`config.mk`:
```
export PLATFORM = sky130hd
export DESIGN_NAME = vsync_time_predictor
export DESIGN_NICKNAME = d
export VERILOG_FILES = /design/src/hdl/vtp_pkg.sv /design/src/hdl/vtp_loop_update.sv /design/src/hdl/vsync_time_predictor.sv
export SDC_FILE = /design/constraint.sdc
export NUM_CORES = 2
export LEC_CHECK = 0
export BUFFER_PORTS_ARGS = -buffer_cell sky130_fd_sc_hd__buf_4
export CORE_ASPECT_RATIO = 1.75
export CORE_UTILIZATION = 50
export CTS_BUF_LIST = sky130_fd_sc_hd__clkbuf_4
export DETAILED_ROUTE_END_ITERATION = 10
export PLACE_DENSITY = 0.67
export RECOVER_POWER = 100
export SYNTH_ARGS = -nofsm -noshare
export SYNTH_HDL_FRONTEND = slang
export SYNTH_SLANG_ARGS = --single-unit
```
`constraint.sdc`:
```
create_clock -name i_clk -period 12.7 [get_ports i_clk]
set_input_delay 1.905 -clock i_clk [delete_from_list [all_inputs] [get_ports i_clk]]
set_output_delay 1.905 -clock i_clk [all_outputs]
set_load 0.005 [all_outputs]
```
`src/hdl/vtp_pkg.sv`:
```
// Types and constants shared by the vsync time predictor modules.
`timescale 1ns / 1ps

package vtp_pkg;

    // Fraction bits of the interval estimate (Q(EST_W-FRAC_BITS).FRAC_BITS)
    localparam int FRAC_BITS = 16;

    // Field widths
    localparam int TIME_W = 63;
    localparam int EST_W  = 40;
    localparam int NOM_W  = 24;
    localparam int CNT_W  = 32;
    localparam int SPAN_W = 48;
    localparam int IDX_W  = 2;
    localparam int CFG_W  = 40;

    // Derived widths of the loop arithmetic
    localparam int STEP_W     = EST_W - FRAC_BITS + 1;  // rounded interval
    localparam int THR_W      = EST_W - FRAC_BITS - 1;  // half interval, integer
    localparam int ERR_W      = THR_W + 1;              // small phase error, signed
    localparam int ADJ_W      = EST_W + 2;              // estimate plus frequency step
    localparam int FREQ_SHIFT = FRAC_BITS - 6;          // error/64 in Q format
    localparam int LATE_W     = NOM_W + 1;              // 1.5 x nominal

    // Stream widths
    localparam int IN_TDATA_W  = 64;
    localparam int OUT_TDATA_W = 176;
    localparam int OUT_TUSER_W = 2;

    // Register indexes
    localparam logic [IDX_W-1:0] REG_NOMINAL = IDX_W'(0);
    localparam logic [IDX_W-1:0] REG_FLOOR   = IDX_W'(1);
    localparam logic [IDX_W-1:0] REG_CEILING = IDX_W'(2);

    // Reset values
    localparam logic [NOM_W-1:0]  NOM_RESET   = NOM_W'(166667);
    localparam logic [EST_W-1:0]  FLOOR_RESET = EST_W'(64'd10595007857);
    localparam logic [EST_W-1:0]  CEIL_RESET  = EST_W'(64'd11250369167);
    localparam logic [EST_W-1:0]  EST_RESET   = EST_W'(NOM_RESET) << FRAC_BITS;
    localparam logic [LATE_W-1:0] LATE_RESET  =
        LATE_W'(NOM_RESET) + LATE_W'(NOM_RESET >> 1);

    // Loop state carried from one wake to the next
    typedef struct packed {
        logic              started;
        logic [TIME_W-1:0] prev_wake;
        logic [TIME_W-1:0] prev_pred;
        logic [EST_W-1:0]  estimate;
        logic [CNT_W-1:0]  late_count;
        logic [CNT_W-1:0]  resync_count;
        logic [SPAN_W-1:0] max_spacing;
    } t_loop_state;

    // One result item
    typedef struct packed {
        logic [TIME_W-1:0] predicted_time;
        logic              did_resync;
        logic              was_late;
        logic [CNT_W-1:0]  late_total;
        logic [CNT_W-1:0]  resync_total;
        logic [SPAN_W-1:0] longest_interval;
    } t_result;

endpackage

```
`src/hdl/vtp_loop_update.sv`:
```
// Single-pass update of the phase and frequency locked loop for one wake.
`timescale 1ns / 1ps

module vtp_loop_update import vtp_pkg::*; (
    input  t_loop_state       i_state,
    input  logic [TIME_W-1:0] i_wake,
    input  logic [TIME_W-1:0] i_measured,   // wake plus nominal interval
    input  logic [EST_W-1:0]  i_floor,
    input  logic [EST_W-1:0]  i_ceiling,
    input  logic [LATE_W-1:0] i_late_limit, // floor(1.5 x nominal)
    output t_loop_state       o_state,
    output t_result           o_result
);

    logic [TIME_W-1:0]       spacing;
    logic                    spacing_pos;
    logic [SPAN_W-1:0]       span_clip;
    logic                    late;
    logic                    span_grows;

    logic [EST_W:0]          est_round;
    logic [STEP_W-1:0]       step;
    logic [TIME_W-1:0]       pred_raw;
    logic [TIME_W-1:0]       err;
    logic [TIME_W-1:0]       err_mag;
    logic [THR_W-1:0]        threshold;
    logic                    resync;

    logic signed [ERR_W-1:0] err_n;
    logic signed [ERR_W-1:0] err_div;
    logic signed [ADJ_W-1:0] err_ext;
    logic signed [ADJ_W-1:0] est_sum;
    logic signed [ADJ_W-1:0] est_lo;
    logic signed [ADJ_W-1:0] est_clamp;
    logic signed [ADJ_W-1:0] floor_s;
    logic signed [ADJ_W-1:0] ceil_s;
    logic [TIME_W-1:0]       pred_fine;
    logic [TIME_W-1:0]       predicted;

    // Wake spacing: signed 63-bit wrapped difference
    assign spacing     = i_wake - i_state.prev_wake;
    assign spacing_pos = !spacing[TIME_W-1] && (|spacing);
    assign span_clip   = (|spacing[TIME_W-2:SPAN_W]) ? {SPAN_W{1'b1}}
                                                     : spacing[SPAN_W-1:0];
    assign late        = i_state.started && spacing_pos
                         && (spacing > TIME_W'(i_late_limit));
    assign span_grows  = i_state.started && spacing_pos
                         && (span_clip > i_state.max_spacing);

    // Phase prediction from the rounded estimate
    assign est_round = {1'b0, i_state.estimate}
                       + ((EST_W + 1)'(1) << (FRAC_BITS - 1));
    assign step      = est_round[EST_W:FRAC_BITS];
    assign pred_raw  = i_state.prev_pred + TIME_W'(step);
    assign err       = i_measured - pred_raw;
    assign err_mag   = err[TIME_W-1] ? (~err + TIME_W'(1)) : err;
    assign threshold = i_state.estimate[EST_W-1:FRAC_BITS+1];
    assign resync    = i_state.started && (err_mag > TIME_W'(threshold));

    // Small-error path: error fits ERR_W bits whenever no resync happens
    assign err_n   = signed'(err[ERR_W-1:0]);
    // error/8 truncated toward zero
    assign err_div = (err_n + (err_n[ERR_W-1] ? ERR_W'(7) : ERR_W'(0))) >>> 3;
    assign pred_fine = pred_raw + {{(TIME_W - ERR_W){err_div[ERR_W-1]}}, err_div};

    // Frequency step error/64 and clamp; floor first, ceiling wins
    assign err_ext   = {{(ADJ_W - ERR_W){err_n[ERR_W-1]}}, err_n};
    assign est_sum   = signed'({2'b00, i_state.estimate}) + (err_ext <<< FREQ_SHIFT);
    assign floor_s   = signed'({2'b00, i_floor});
    assign ceil_s    = signed'({2'b00, i_ceiling});
    assign est_lo    = (est_sum < floor_s) ? floor_s : est_sum;
    assign est_clamp = (est_lo > ceil_s) ? ceil_s : est_lo;

    assign predicted = (!i_state.started || resync) ? i_measured : pred_fine;

    // Next loop state
    always_comb begin
        o_state           = i_state;
        o_state.started   = 1'b1;
        o_state.prev_wake = i_wake;
        o_state.prev_pred = predicted;
        if (i_state.started && !resync) begin
            o_state.estimate = est_clamp[EST_W-1:0];
        end
        if (late && !(&i_state.late_count)) begin
            o_state.late_count = i_state.late_count + CNT_W'(1);
        end
        if (resync && !(&i_state.resync_count)) begin
            o_state.resync_count = i_state.resync_count + CNT_W'(1);
        end
        if (span_grows) begin
            o_state.max_spacing = span_clip;
        end
    end

    // Result item reports the statistics after this update
    always_comb begin
        o_result.predicted_time   = predicted;
        o_result.did_resync       = resync;
        o_result.was_late         = late;
        o_result.late_total       = o_state.late_count;
        o_result.resync_total     = o_state.resync_count;
        o_result.longest_interval = o_state.max_spacing;
    end

endmodule

```
`src/hdl/vsync_time_predictor.sv`:
```
// Top level of the vsync time predictor: stream ports, registers and loop state.
`timescale 1ns / 1ps

// Takes one wake timestamp per request and returns one predicted scan-out time
// with loop status and saturating statistics. A new wake can be accepted in
// every cycle while the result side does not hold it back. An accepted request
// lands in the input register, and the combinational loop update loads the
// result register from it. Back-pressure on the result side stalls the input
// register, so the input side keeps accepting as long as the result register
// is free or being drained. The configuration port is always ready; write it
// only while no wake is in flight. Writing the nominal interval also reloads
// the interval estimate.

module vsync_time_predictor import vtp_pkg::*; (
    input  logic                   i_clk,
    input  logic                   i_rst_n,
    // Wake stream; tdata: [62:0] wake_time, [63] zero pad
    input  logic                   i_s_tvalid,
    output logic                   o_s_tready,
    input  logic [IN_TDATA_W-1:0]  i_s_tdata,
    // Prediction stream; tdata: [62:0] predicted_time, [94:63] late_total,
    // [126:95] resync_total, [174:127] longest_interval, [175] zero pad
    output logic                   o_m_tvalid,
    input  logic                   i_m_tready,
    output logic [OUT_TDATA_W-1:0] o_m_tdata,
    // tuser: [0] did_resync, [1] was_late
    output logic [OUT_TUSER_W-1:0] o_m_tuser,
    // Configuration writes
    input  logic                   i_cfg_valid,
    output logic                   o_cfg_ready,
    input  logic [IDX_W-1:0]       i_cfg_index,
    input  logic [CFG_W-1:0]       i_cfg_data
);

    logic [NOM_W-1:0]  r_nominal;
    logic [EST_W-1:0]  r_floor;
    logic [EST_W-1:0]  r_ceiling;
    logic [LATE_W-1:0] r_late_limit;

    logic              r_in_valid;
    logic [TIME_W-1:0] r_wake;
    logic [TIME_W-1:0] r_measured;

    t_loop_state       r_state;
    t_loop_state       n_state;
    t_result           n_result;

    logic              r_out_valid;
    t_result           r_out;

    logic              in_take;
    logic              advance;
    logic              cfg_take;
    logic [NOM_W-1:0]  cfg_nominal;

    // Handshake control
    assign advance     = r_in_valid && (!r_out_valid || i_m_tready);
    assign o_s_tready  = !r_in_valid || advance;
    assign in_take     = i_s_tvalid && o_s_tready;
    assign o_cfg_ready = 1'b1;
    assign cfg_take    = i_cfg_valid && o_cfg_ready;
    assign cfg_nominal = i_cfg_data[NOM_W-1:0];

    // Configuration registers
    always_ff @(posedge i_clk) begin
        if (!i_rst_n) begin
            r_nominal    <= NOM_RESET;
            r_floor      <= FLOOR_RESET;
            r_ceiling    <= CEIL_RESET;
            r_late_limit <= LATE_RESET;
        end else if (cfg_take) begin
            case (i_cfg_index)
                REG_NOMINAL: begin
                    r_nominal    <= cfg_nominal;
                    r_late_limit <= LATE_W'(cfg_nominal) + LATE_W'(cfg_nominal >> 1);
                end
                REG_FLOOR:   r_floor   <= i_cfg_data[EST_W-1:0];
                REG_CEILING: r_ceiling <= i_cfg_data[EST_W-1:0];
                default: ;
            endcase
        end
    end

    // Input register control
    always_ff @(posedge i_clk) begin
        if (!i_rst_n) begin
            r_in_valid <= 1'b0;
        end else if (o_s_tready) begin
            r_in_valid <= i_s_tvalid;
        end
    end

    // Input payload: wake and measured time
    always_ff @(posedge i_clk) begin
        if (in_take) begin
            r_wake     <= i_s_tdata[TIME_W-1:0];
            r_measured <= i_s_tdata[TIME_W-1:0] + TIME_W'(r_nominal);
        end
    end

    vtp_loop_update u_loop (
        .i_state      (r_state),
        .i_wake       (r_wake),
        .i_measured   (r_measured),
        .i_floor      (r_floor),
        .i_ceiling    (r_ceiling),
        .i_late_limit (r_late_limit),
        .o_state      (n_state),
        .o_result     (n_result)
    );

    // Loop state; a nominal write reloads the estimate when no wake advances
    always_ff @(posedge i_clk) begin
        if (!i_rst_n) begin
            r_state.started      <= 1'b0;
            r_state.prev_wake    <= '0;
            r_state.prev_pred    <= '0;
            r_state.estimate     <= EST_RESET;
            r_state.late_count   <= '0;
            r_state.resync_count <= '0;
            r_state.max_spacing  <= '0;
        end else if (advance) begin
            r_state <= n_state;
        end else if (cfg_take && (i_cfg_index == REG_NOMINAL)) begin
            r_state.estimate <= EST_W'(cfg_nominal) << FRAC_BITS;
        end
    end

    // Result register control
    always_ff @(posedge i_clk) begin
        if (!i_rst_n) begin
            r_out_valid <= 1'b0;
        end else if (!r_out_valid || i_m_tready) begin
            r_out_valid <= r_in_valid;
        end
    end

    // Result payload
    always_ff @(posedge i_clk) begin
        if (advance) begin
            r_out <= n_result;
        end
    end

    assign o_m_tvalid = r_out_valid;
    assign o_m_tdata  = {1'b0, r_out.longest_interval, r_out.resync_total,
                         r_out.late_total, r_out.predicted_time};
    assign o_m_tuser  = {r_out.was_late, r_out.did_resync};

    // A result only appears after a request sat in the input register
    a_out_from_in: assert property (@(posedge i_clk) disable iff (!i_rst_n)
        $rose(o_m_tvalid) |-> $past(r_in_valid))
        else $error("result valid without a pending wake");

    // Input side only stalls when the input register holds a request
    a_stall_full: assert property (@(posedge i_clk) disable iff (!i_rst_n)
        !o_s_tready |-> r_in_valid)
        else $error("input stalled with an empty input register");

    // A reported resync is always counted
    a_resync_counted: assert property (@(posedge i_clk) disable iff (!i_rst_n)
        (o_m_tvalid && r_out.did_resync) |-> (r_out.resync_total != '0))
        else $error("resync flagged but resync_total is zero");

    // A reported late wake is always counted
    a_late_counted: assert property (@(posedge i_clk) disable iff (!i_rst_n)
        (o_m_tvalid && r_out.was_late) |-> (r_out.late_total != '0))
        else $error("late wake flagged but late_total is zero");

endmodule

```
==> impl_metrics.csv <==
group,metric,value,unit
grt,track_usage,32.3,%
power,leakage,27.2,nW
logic_synthesis,yosysSeqAreaShare,32.7,%
drt,route.met3.wl,9.57,mm
drt,wl_per_cell,20.4,um
die,dieHeight,433,um
drt,maxUsedRoutingLayer,"met4",
layout,multi_input_area,0.0338,mm^2
worst_setup_path,crit_fanout,8,
logic_synthesis,yosysUniqueCellTypes,118,
logic_synthesis,yosys_warnings,0,
worst_setup_path,cp-end-kind,"register",
drt,drt_wl_total,178,mm
drt,met1_length,66.8,mm
worst_setup_path,cp_slowest_cell,"or4b_4",
logic_synthesis,ys_async_sr_fraction,0,%
clock_tree,clock-sinks,713,
logic_synthesis,synth_fa_ha_area_share,11.3,%
grt,antenna_found_initial,3,
grt,grt_pass1_wl,269,mm
worst_hold_path,hold_path.class,"reg2reg",
die,core,0.105,mm^2
clock_tree,clock_path_buffers,3,
clock_tree,cts_htree_levels,4,
timing,slew_violations,60,
placement,port_buffers,288,
timing,min_period_over_period,97.6,%
clock_tree,cts_buffers,176,
logic_synthesis,yosys.area_share.simple,20.2,%
placement,dp_hpwl,134,mm
timing,rsz0062_at_grt,"yes",
worst_setup_path,critical_path_class,"reg2reg",
timing,layout_min_cycle_time,12390,ps
run_status,status,"complete, but fails checks",
placement,placedCellCount,8369,
clock_tree,worst_skew_pair.late_latency,1230,ps
logic_synthesis,synthCells,6366,
worst_setup_path,arrival,13450,ps
logic_synthesis,synthesis.area_per_instance,8.32,um^2
drt,via_count,51100,
die,fp.dieArea,0.107,mm^2
die,start_util,50.5,%
clock_tree,holdBufCountCts,0,
logic_synthesis,synth_mux_area_share,3.02,%
worst_setup_path,cp.required,13760,ps
clock_tree,clkSlewWorstSetupHoldPaths,70,ps
logic_synthesis,synth_flop_cell,"dfxtp_1",
logic_synthesis,synth-compound-area-share,19.5,%
logic_synthesis,synth.ff_latch_count,713,
worst_setup_path,critPathLaunchType,"register",
layout,area.sequential,0.0173,mm^2
worst_setup_path,slowest_delay,510,ps
drt,drt_iter0_markers,2992,
worst_setup_path,worst_path_most_repeated_cell,"o21a_1",
drt,drc,0,
timing,slew_headroom,-89.0,%
placement,place_congestion,0.969,
layout,final_cells,8750,
layout,final_nets,7822,
timing,tns,0,ps
grt,grt_overflow,0,
logic_synthesis,synth-edff-count,303,
job,drv_cap,1,
layout,area.growth.synth_to_final,21.6,%
die,row_count,157,
die,fp.dieW,248,um
logic_synthesis,yosysTopAreaCellShare,17.2,%
grt,grt_start_max_net_pins,112,
drt,drtAntennaViolNets,0,
logic_synthesis,yosys.area_share.xor_xnor,7.80,%
clock_tree,clockRootBuffer,"clkbuf_4",
grt,grt_pass1_vias,50000,
layout,drive_gt1_share,20.5,%
drt,drt_first_pass_iters,7,
timing,max_freq,0.0807,GHz
power,ir_drop,168,uV
layout,fillers,9562,
timing,worst_pin_slew,2830,ps
drt,via_per_inst,5.83,
timing,finalHoldViolations,0,
timing,final.setup_skew,87.0,ps
power,power_density,170,mW/mm^2
logic_synthesis,synth_area_leader_cell,"edfxtp_1",
drt,met2WireLength,90.5,mm
logic_synthesis,netlist_area,0.0530,mm^2
logic_synthesis,synth_fp_nets,6945,
logic_synthesis,synthTopCellsByArea,"edfxtp_1, dfxtp_1, ha_1",
timing,finalSetupViolCount,0,
run_status,violations,"max-capacitance violations, max-slew violations",
die,ios,292,
logic_synthesis,synth_top_family_by_area,"simple AND/OR/NAND/NOR gates",
clock_tree,cts_tree,"yes",
-- cell usage after synthesis, drive strengths merged (12+ instances only) --
library cell,count
nor2b,75
a211o,21
inv,491
nor4,44
or2,19
edfxtp,303
or3,45
ha,461
nand2,746
xnor2,299
o21bai,35
a211oi,91
and2,51
nand2b,122
a21oi,540
o31a,12
clkbuf,223
mux2i,55
nand4,119
o311ai,14
xor2,154
nor2,459
or4,18
nand3b,14
dfxtp,410
a31oi,47
a41oi,12
o21ai,285
o21a,39
a221oi,17
a22oi,19
a311oi,17
a21boi,34
o211ai,70
and3,101
nor3b,12
and4,18
mux2,93
o31ai,56
a21o,147
o211a,16
o2111ai,17
nor3,136
buf,50
nand3,204
-- worst max-delay path: cells and delay by family (launching register included) --
family,cells,cell delay (ps)
AOI/OAI and AO/OA,30,4900
xor gates and xnor gates,2,330
adders and majority gates,3,890
buffers and inverters,7,1070
DFF,1,330
muxes,1,310
and+or+nand+nor,23,4390
-- what timing repair did --
item / in CTS / in global routing
setup endpoints to repair: 228 / 231
resized for setup: 32 / 208
buffers inserted: 10 / 26
cloned: 2 / 11
pin swaps: 13 / 87
-- power breakdown --
group	internal (mW)	switching (mW)	total [mW]
clock	1.03	1.04	2.07
sequential	2.51	0.0848	2.60
combinational	2.86	3.42	6.27
-- sequential cells by signal (all words and copies together), names as in the netlist --
signal,count
r_floor,40
r_ceiling,40
r_state,279
o_m_tdata,175
o_m_tvalid,1
r_nominal,24
o_m_tuser,2
r_wake,63
r_late_limit,25
r_in_valid,1
r_measured,63
-- placed cells by master (no fill, tap or decap), types with 40 or more instances in the layout --
| cell type | count |
|---|---|
| and2_1 | 44 |
| xnor2_1 | 285 |
| ha_1 | 448 |
| a21oi_1 | 514 |
| nor2b_1 | 75 |
| nand2_1 | 737 |
| nor2_1 | 442 |
| mux2_2 | 78 |
| mux2i_1 | 53 |
| dfxtp_1 | 405 |
| nand2b_1 | 120 |
| a21o_1 | 146 |
| o21ai_1 | 40 |
| buf_4 | 874 |
| nand3_1 | 197 |
| edfxtp_1 | 303 |
| a211oi_1 | 79 |
| clkbuf_1 | 64 |
| xor2_1 | 149 |
| nor3_1 | 125 |
| o31ai_1 | 51 |
| o211ai_1 | 68 |
| a31oi_1 | 43 |
| o21ai_0 | 237 |
| clkbuf_4 | 253 |
| nand4_1 | 118 |
| clkinv_1 | 48 |
| and3_1 | 97 |
| inv_1 | 483 |
| or3_1 | 44 |
-- metrics by stage --
step                hold slack, ps  worst slack, ps  util [%]  total power, mW  instance area [um^2]
floorplan                      432              132         -             6.15                 53000
global placement               440             -314      57.9             8.33                 60800
detailed placement             446             -393      57.9             8.40                 60800
CTS                            456             11.3      60.5             10.5                 63400
global route                   471             -119      61.4             11.6                 64400
finish                         452              308      61.4             10.9                 64400
-- worst paths after layout --
kind                                       start                to  slack (ps)  depth (start not counted)
worst min register to register  r_late_limit[20]  r_late_limit[20]         450                          2
worst max-delay path                r_state[129]      r_state[202]         310                         66
worst min-delay path            r_late_limit[20]  r_late_limit[20]         450                          2
worst max register to register      r_state[129]      r_state[202]         310                         66
-- routing by layer --
metal	vias up	global-route usage (%)
li1	24600	-
met1	24300	35.0
met2	1595	58.2
met3	512	4.79
met4	0	19.5
met5	-	0
-- cells by family (layout without fill, tap and decap cells) --
kind of cell | Yosys count | in the layout
XOR/XNOR | 460 | 460
other | 2 | 8
AO/OA/AOI/OAI | 1588 | 1588
multiplexers | 148 | 148
adder cells (fa/ha/maj) | 475 | 475
flip-flops | 713 | 713
AND/OR/NAND/NOR | 2215 | 2215
buffers and inverters | 765 | 1792
-- layout make-up --
type | instances | area share [%]
timing repair buffer | 972 | 11.5
clock buffer | 253 | 2.95
tap | 1351 | 2.62
sequential | 713 | 26.9
multi-input combinational | 4888 | 52.5
inverter | 492 | 2.89
clock inverter | 75 | 0.711
antenna | 6 | 0.0233
Power figures use the tool's default switching activity.
